### config.mk
export PLATFORM = sky130hd
export DESIGN_NAME = kcqf_window
export DESIGN_NICKNAME = d
export VERILOG_FILES = /design/src/sv/kcqf_pkg.sv /design/src/sv/kcqf_window.sv
export SDC_FILE = /design/constraint.sdc
export NUM_CORES = 1
export LEC_CHECK = 0
export ABC_CLOCK_PERIOD_IN_PS = 30000
export BUFFER_PORTS_ARGS = -buffer_cell sky130_fd_sc_hd__buf_2
export CAP_MARGIN = 20
export CORE_UTILIZATION = 60
export CTS_CLUSTER_SIZE = 12
export DETAILED_ROUTE_END_ITERATION = 7
export GPL_TIMING_DRIVEN = 0
export PLACE_DENSITY = 0.88
export SLEW_MARGIN = 40
export SYNTH_ARGS = -nofsm -noshare
export SYNTH_HDL_FRONTEND = slang
export SYNTH_SLANG_ARGS = --single-unit
### constraint.sdc
create_clock -name clk -period 30 [get_ports clk]
set_clock_uncertainty 0.05 [all_clocks]
set_input_delay 1.5 -clock clk [delete_from_list [all_inputs] [get_ports clk]]
set_output_delay 1.5 -clock clk [all_outputs]
set_load 0.05 [all_outputs]
### src/sv/kcqf_pkg.sv
`default_nettype none
// ----------------------------------------------------------------------------
// kcqf_pkg
// Shared types and constants of the quality-filtered k-mer counter.
// ----------------------------------------------------------------------------
package kcqf_pkg;

	// fixed field widths
	localparam int KEY_W      = 64;
	localparam int CNT_W      = 32;
	localparam int QUAL_W     = 7;
	localparam int LEN_W      = 6;
	localparam int CFG_IDX_W  = 2;
	localparam int CFG_DATA_W = 7;
	localparam int LANES      = 8;

	// configuration register indexes
	localparam logic [CFG_IDX_W-1:0] CFG_KMER_LENGTH   = 2'd0;
	localparam logic [CFG_IDX_W-1:0] CFG_MEAN_QUAL_THR = 2'd1;
	localparam logic [CFG_IDX_W-1:0] CFG_LEAST_QUAL_THR = 2'd2;

	// sequencer states
	typedef enum logic [2:0] {
		ST_CLEAR,
		ST_IDLE,
		ST_WIN,
		ST_FILTER,
		ST_HASH,
		ST_PROBE_RD,
		ST_PROBE_CHK,
		ST_RESULT
	} state_t;

	// window status toward the sequencer
	typedef struct packed {
		logic full;
		logic done;
		logic pass;
	} win_stat_t;

	// one count table entry
	typedef struct packed {
		logic             used;
		logic [KEY_W-1:0] key;
		logic [CNT_W-1:0] cnt;
	} tbl_entry_t;

endpackage
`default_nettype wire

### src/sv/kcqf_window.sv
`default_nettype none
// ----------------------------------------------------------------------------
// kcqf_window
// Sliding base window with quality history and a lane-parallel filter that
// scans the window qualities eight at a time for sum and minimum.
// ----------------------------------------------------------------------------
module kcqf_window import kcqf_pkg::*; #(
	parameter int MAX_K = 32
) (
	input  wire logic                         clk,
	input  wire logic                         arst_n,
	input  wire logic                         push,
	input  wire logic [1:0]                   base,
	input  wire logic [QUAL_W-1:0]            quality,
	input  wire logic                         read_start,
	input  wire logic [$clog2(MAX_K+1)-1:0]   k,
	input  wire logic                         start,
	input  wire logic [QUAL_W-1:0]            mean_thr,
	input  wire logic [QUAL_W-1:0]            least_thr,
	output logic      [KEY_W-1:0]             kmer,
	output win_stat_t                         stat
);

	localparam int KW     = $clog2(MAX_K+1);
	localparam int WK_W   = 2 * MAX_K;
	localparam int NCH    = (MAX_K + LANES - 1) / LANES;
	localparam int SCAN_N = NCH * LANES;
	localparam int CH_W   = (NCH > 1) ? $clog2(NCH) : 1;
	localparam int SUM_W  = $clog2(MAX_K * 127 + 1);
	localparam int PRD_W  = QUAL_W + KW;
	localparam int CMP_W  = (SUM_W > PRD_W) ? SUM_W : PRD_W;

	logic [WK_W-1:0]   key_q;
	logic [KW-1:0]     fill_q;
	logic [QUAL_W-1:0] qual_q [MAX_K];
	logic [QUAL_W-1:0] scan_q [SCAN_N];
	logic [CH_W-1:0]   chunk_q;
	logic              run_q;
	logic              fin_q;
	logic [SUM_W-1:0]  sum_q;
	logic [QUAL_W-1:0] min_q;
	logic [SUM_W-1:0]  sum_d;
	logic [QUAL_W-1:0] min_d;
	logic [KEY_W-1:0]  key_ext;
	logic [WK_W-1:0]   key_prev;

	// key and fill register
	assign key_prev = read_start ? '0 : key_q;

	always_ff @(posedge clk or negedge arst_n) begin
		if (!arst_n) begin
			key_q  <= '0;
			fill_q <= '0;
		end else if (push) begin
			key_q <= (key_prev << 2) | WK_W'(base);
			if (read_start) begin
				fill_q <= KW'(1);
			end else if (fill_q != KW'(MAX_K)) begin
				fill_q <= fill_q + KW'(1);
			end
		end
	end

	// quality history, newest at entry 0
	always_ff @(posedge clk) begin
		if (push) begin
			qual_q[0] <= quality;
			for (int i = 1; i < MAX_K; i++) begin
				qual_q[i] <= qual_q[i-1];
			end
		end
	end

	// masked k-mer of the last k bases
	assign key_ext = KEY_W'(key_q);

	always_comb begin
		for (int b = 0; b < KEY_W; b++) begin
			kmer[b] = key_ext[b] & ((b / 2) < int'(k));
		end
	end

	// lane sum and minimum of the current chunk
	always_comb begin
		sum_d = sum_q;
		min_d = min_q;
		for (int l = 0; l < LANES; l++) begin
			if (int'(chunk_q) * LANES + l < int'(k)) begin
				sum_d = sum_d + SUM_W'(scan_q[l]);
				if (scan_q[l] < min_d) begin
					min_d = scan_q[l];
				end
			end
		end
	end

	// filter scan control
	always_ff @(posedge clk or negedge arst_n) begin
		if (!arst_n) begin
			run_q   <= 1'b0;
			fin_q   <= 1'b0;
			chunk_q <= '0;
		end else begin
			fin_q <= 1'b0;
			if (start) begin
				run_q   <= 1'b1;
				chunk_q <= '0;
			end else if (run_q) begin
				if (chunk_q == CH_W'(NCH - 1)) begin
					run_q <= 1'b0;
					fin_q <= 1'b1;
				end else begin
					chunk_q <= chunk_q + CH_W'(1);
				end
			end
		end
	end

	// scan copy and accumulators
	always_ff @(posedge clk) begin
		if (start) begin
			sum_q <= '0;
			min_q <= '1;
			for (int i = 0; i < SCAN_N; i++) begin
				scan_q[i] <= (i < MAX_K) ? qual_q[(i < MAX_K) ? i : 0] : '0;
			end
		end else if (run_q) begin
			sum_q <= sum_d;
			min_q <= min_d;
			for (int i = 0; i < SCAN_N; i++) begin
				scan_q[i] <= (i + LANES < SCAN_N) ? scan_q[(i + LANES < SCAN_N) ? i + LANES : 0]
					: '0;
			end
		end
	end

	// floor(sum / k) >= thr is the same as sum >= thr * k
	always_comb begin
		stat.full = (fill_q >= k);
		stat.done = fin_q;
		stat.pass = (CMP_W'(sum_q) >= CMP_W'(PRD_W'(mean_thr) * PRD_W'(k)))
			&& (min_q >= least_thr);
	end

endmodule
`default_nettype wire

# Word-level counts from Yosys, hierarchy flattened
# Memories as Yosys holds them, arrays and structs flattened.
# Index checks and enable logic that the tools add are counted.
[op_classes]
div = 0
reduce_logical = 5
magnitude_cmp = 51
n_eq_ne = 3
n_mux = 75
shifts = 0
n_mul = 1
bitwise_logic = 97
addsub = 17
[ops]
columns = ["operator", "count"]
rows = [
  ["two-way mux 7 bit", 48],
  ["adder 12 x 7 -> 12 bit", 8],
  ["< comparator 5 x 6 -> 1 bit (first input constant)", 16],
  ["two-way mux 12 bit", 8],
  ["bitwise AND 1 bit", 64],
  ["OR 64 x 2 -> 64 bit", 1],
  ["two-way mux 62 bit", 1],
  ["< comparator 7 bit", 8],
  ["< comparator 4 x 6 -> 1 bit (first input constant)", 8],
  ["< comparator 6 bit", 7],
  ["OR 1 bit", 32],
  ["adder 5 x 3 -> 6 bit (second input constant)", 4],
  ["< comparator 3 x 6 -> 1 bit (first input constant)", 4],
  [">= comparator 12 x 13 -> 1 bit", 1],
  ["multiplier 7 x 6 -> 13 bit", 1],
  ["two-way mux 1 bit", 13],
  ["adder 5 x 2 -> 6 bit (second input constant)", 2],
  ["< comparator 1 x 6 -> 1 bit (first input constant)", 2],
  ["< comparator 2 x 6 -> 1 bit (first input constant)", 2],
  ["two-way mux 6 bit", 2],
  [">= comparator 7 bit", 1],
  ["adder 5 x 1 -> 6 bit (second input constant)", 1],
  ["adder 6 x 1 -> 6 bit (second input constant)", 1],
  [">= comparator 6 bit", 1],
  ["9 further kinds", 13],
]
[totals]
ram_bits = 448
out_inout_bits = 67
reg_bits = 93
latch_bits = 0
word_cells = 258
memories = 2
rom_bits = 0
inputBits = 34
[memory_table]
columns = ["name", "depth", "width", "rd", "rd_ports_with_merged_regs", "write_ports", "line", "rtl"]
rows = [
  ["qual_q", 32, 7, 32, 0, 32, "kcqf_window.sv:35", "logic [QUAL_W-1:0] qual_q [MAX_K];"],
  ["scan_q", 32, 7, 32, 0, 32, "kcqf_window.sv:36", "logic [QUAL_W-1:0] scan_q [SCAN_N];"],
]

# Logic depth before layout (Yosys ltp)
# An unclocked memory read counts as a cell.
[depth]
ltp_word = 25
mapped_depth = 69

# Least setup slack after synthesis
# OpenSTA, ideal clock, no wires.
[synth_timing]
path_type = "in2reg"
from = "in k[4]"
to = "reg min_q[1]"
arrival_ps = 13377
path_buffers = 7
setup_slack_ps = 16486
t_required_ps = 29863
path_stages = 66
path_cell_list = "inv_1 > ha_1 > a21oi_2 > o22ai_2 > a211oi_1 > buf_6 > buf_4 > nor2_1 > a21oi_1 > ha_1 > nand2_1 > nor2_1 > or3_1 > a311oi_1 > buf_2 > nand2_1 > a21oi_1 > inv_1 > (+30 left out) > nor2_1 > mux2i_1 > ha_1 > a31o_2 > a21oi_1 > nand2_1 > a41o_1 > a21oi_1 > a21oi_2 > mux2_2 > ha_1 > nor2b_1 > o21ai_0 > nand3_1 > a31oi_1 > a31oi_4 > and2_1 > o31ai_1"
[synth_between]
elab_chain_len = 23
word_cells_on_any_way = 30
classes_between = "15 x order compare; 15 x mux"
[synth_lines]
columns = ["element", "line", "rtl"]
rows = [
  ["start, declared", "kcqf_window.sv:16", "input wire logic [$clog2(MAX_K+1)-1:0] k,"],
  ["< comparator 5 x 6 -> 1 bit", "kcqf_window.sv:88", "if (int'(chunk_q) * LANES + l < int'(k)) begin"],
  ["two-way mux 7 bit", "kcqf_window.sv:88", ""],
  ["< comparator 7 bit", "kcqf_window.sv:90", "if (scan_q[l] < min_d) begin"],
  ["two-way mux 7 bit", "kcqf_window.sv:90", ""],
  ["two-way mux 7 bit", "kcqf_window.sv:88", ""],
  ["< comparator 7 bit", "kcqf_window.sv:90", ""],
  ["two-way mux 7 bit", "kcqf_window.sv:90", ""],
  ["two-way mux 7 bit", "kcqf_window.sv:88", ""],
  ["(+7 left out)", "-", ""],
  ["two-way mux 7 bit", "kcqf_window.sv:90", ""],
  ["two-way mux 7 bit", "kcqf_window.sv:88", ""],
  ["< comparator 7 bit", "kcqf_window.sv:90", ""],
  ["two-way mux 7 bit", "kcqf_window.sv:90", ""],
  ["two-way mux 7 bit", "kcqf_window.sv:88", ""],
  ["< comparator 7 bit", "kcqf_window.sv:90", ""],
  ["two-way mux 7 bit", "kcqf_window.sv:90", ""],
  ["two-way mux 7 bit (*)", "kcqf_window.sv:88", ""],
  ["end signal, assigned", "kcqf_window.sv:129", "min_q <= min_d;"],
  ["end, declared", "kcqf_window.sv:41", "logic [QUAL_W-1:0] min_q;"],
]
# Every way passes the cells marked *; elsewhere a longest branch is shown, timed or not.
# A chain may end at the register's enable or synchronous reset.

# Final worst setup path
[layout_timing]
from = "in k[3]"
to = "reg min_q[5]"
# Same word-level chain as after synthesis.

==> reports/qor.csv <==
stage;metric;value;unit
yosys;Synth Area in Simple Gates;9.74;%
outcome;status;finished clean;
clocking;clock slew at reported path FFs;60;ps
yosys;Syn. warnings;0;
yosys;post-synthesis compound-gate area fraction;9.75;%
setup_path;Max stage delay on crit path;570;ps
sta;final count of hold timing violations;0;
finish;multi-input logic area;11000;sq um
setup_path;crit-path max FO;10;
setup_path;Worst Setup Start Kind;primary input;
routing;Via Count;18576;
yosys;Mean Syn Cell Area;12.3;sq um
yosys;Mapped Cells;2262;
finish;Diodes inserted;0;
clocking;setup bufs post-CTS;0;
place;dpl ws;13790;ps
yosys;Synth top cells by count;edfxtp_1 (448), inv_1 (204), mux2_2 (188), o21ai_0 (156), a21oi_1 (135);
routing;antenna-violating nets left;0;
routing;final WL;68100;um
finish;Non-Filler Instances;3055;
place;Final HPWL DP;47500;um
sta;Least-Margin Pin Slew;873;ps
sta;fin. max-slew vios;0;
yosys;distinct cell type count after synthesis;85;
floorplanning;initial core utilization;61.1;%
clocking;H-tree levels;2;
routing;routed vias/inst;6.08;
grt;first-pass GRT wire length;104000;um
sta;f_max;0.0623;GHz
setup_path;Worst EP required;30470;ps
grt;remaining global-route overflow;0;
clocking;Clock Tree Buf Depth;3;
yosys;sequential element share of the synthesized area;56.5;%
floorplanning;# IOs;101;
yosys;FF+latch count, synth;541;
yosys;syn_nets;2455;
finish;FF+latch area;15700;sq um
yosys;cell taking the most area after synthesis;edfxtp_1;
grt;initial antenna violation count;0;
sta;PnR worst setup slack;13940;ps
floorplanning;die width;217;um
place;RePlAce Congestion;0.944;
yosys;Adder-Cell Fraction of Synth Area;8.61;%
clocking;Root Buffer;clkbuf_16;
routing;Wirelength per Cell;22.3;um
routing;remaining routing DRC violations;0;
sta;Final Cycle Share;53.5;%
sta;Setup TNS;0;ps
routing;initial DRC count;1732;
setup_path;Most common cell on crit path;ha_1;
floorplanning;Die Height;217;um
job;max-cap violation count;0;
routing;TritonRoute pass-1 iters;5;
yosys;Yosys top cell area share;48.4;%
sta;final worst path period need;16060;ps
setup_path;CP Class;primary input to flip-flop;
clocking;clk sink count;541;
clocking;CTS tree;done;
grt;vias in the first global route;18610;
yosys;FFs w/ async S/R, synth;13.7;%
grt;GRT Total Usage;28.9;%
place;number of port buffers;98;
finish;area growth from synthesis to layout;11.3;%
clocking;total CTS buffers;55;
yosys;Post-synth EDFFs;448;
clocking;worst skew pair latency;640;ps
finish;number of fill cells;3188;
min_path;Hold Path Class;flip-flop to flip-flop;
setup_path;CP arrival;16530;ps
setup_path;Critical Path End Type;flip-flop;
clocking;Post-CTS Resized;0;
yosys;synth top area cells;edfxtp_1 (48%), mux2_2 (7.6%), dfrtp_1 (6.7%);
clocking;CTS Hold Bufs;0;
sta;final setup violation count;0;
setup_path;critical path's slowest cell;a311oi_1;
yosys;Post-Syn Area;27800;sq um
yosys;Most used DFF post-synth;edfxtp_1;
finish;fin nets;2617;
sta;unrepaired setup endpoints after global routing;false;
finish;share of layout cells above drive strength 1;16.5;%
yosys;largest family of logic cells by synthesized area;compound AO/OA/AOI/OAI gates;
yosys;Post-Synth XOR/XNOR Area;2.59;%
floorplanning;DIE AREA;47200;sq um
yosys;post-synthesis mux area share;8.73;%
yosys;most common cell in the netlist;edfxtp_1;
sta;Slew HR;41.8;%
place;dpl cells;2967;
grt;largest net degree at the start of global routing;77;
floorplanning;CORE AREA;45500;sq um
floorplanning;Cell Rows;78;
[logic make-up after synthesis]
kind of cell             count (synthesis)
AO/OA/AOI/OAI                          440
XOR/XNOR                                82
adder cells (fa/ha/maj)                177
buffers and inverters                  293
flip-flops                             541
multiplexers                           218
AND/OR/NAND/NOR                        511
[state kept, by name (all words and copies together), names as in the netlist]
| name | flops |
|---|---|
| fill_q | 6 |
| scan_q | 224 |
| min_q | 7 |
| sum_q | 12 |
| run_q | 1 |
| chunk_q | 2 |
| fin_q | 1 |
| qual_q | 224 |
| key_ext | 64 |
[stage by stage]
step | hold WS (ps) | cell area, sq um | utilization [%]
6_report | 346 | 30900 | 68.0
4_1_cts | 341 | 30900 | 68.0
3_3_place_gp | 370 | 29000 | 63.8
3_5_place_dp | 375 | 29200 | 64.3
5_1_grt | 363 | 30900 | 68.0
2_1_floorplan | 368 | 27800 | -
[cell type report]
class | instances | share of cell area, %
inverter | 205 | 2.51
multi-input combinational | 1428 | 35.5
timing repair buffer | 105 | 2.26
clock inverter | 15 | 0.704
tap | 600 | 2.43
clock buffer | 73 | 4.67
sequential | 541 | 50.7
buffer | 88 | 1.21
[cells in the final DEF, fill, tap and decap left out, drive strengths merged, types with 28 or more instances in the layout]
| cell type | count |
|---|---|
| clkbuf | 142 |
| nand2 | 124 |
| a21oi | 137 |
| xor2 | 35 |
| nor3 | 32 |
| o21ai | 161 |
| mux2i | 28 |
| inv | 207 |
| xnor2 | 47 |
| nor2 | 95 |
| buf | 124 |
| and2 | 102 |
| nand3b | 63 |
| dfrtp | 74 |
| edfxtp | 448 |
| mux2 | 190 |
| fa | 29 |
| ha | 130 |
[path summary, 6_finish.rpt]
| kind | cells past startpoint | endpoint | slack [ps] | startpoint |
|---|---|---|---|---|
| hold / removal | 0 | qual_q[0][54] | 350 | qual_q[0][47] |
| setup / recovery | 68 | min_q[5] | 13940 | k[3] |
| hold reg to reg | 0 | qual_q[0][54] | 350 | qual_q[0][47] |
| min in group asynchronous | 1 | key_ext[21] | 620 | arst_n |
| max in group asynchronous | 2 | key_ext[47] | 28690 | arst_n |
| setup reg to reg | 66 | min_q[5] | 14650 | scan_q[0][4] |
[metal layers]
layer	wire length (um)	GRT usage, %	vias up
li1	-	-	8445
met1	28000	38.4	9167
met2	32600	47.5	782
met3	4570	4.21	182
met4	2900	12.8	0
met5	0	0	-
[worst max-delay path: cells and delay by family]
family / cells / cell delay (ps)
buffers and inverters: 13 / 2400
adder cells (fa/ha/maj): 8 / 2230
AND/OR/NAND/NOR: 19 / 3330
multiplexers: 5 / 1810
AO/OA/AOI/OAI: 23 / 5250
Power is left out: the tool's default activity adds up to more than one toggle a clock period on the data nets, which glitch-free logic cannot reach.
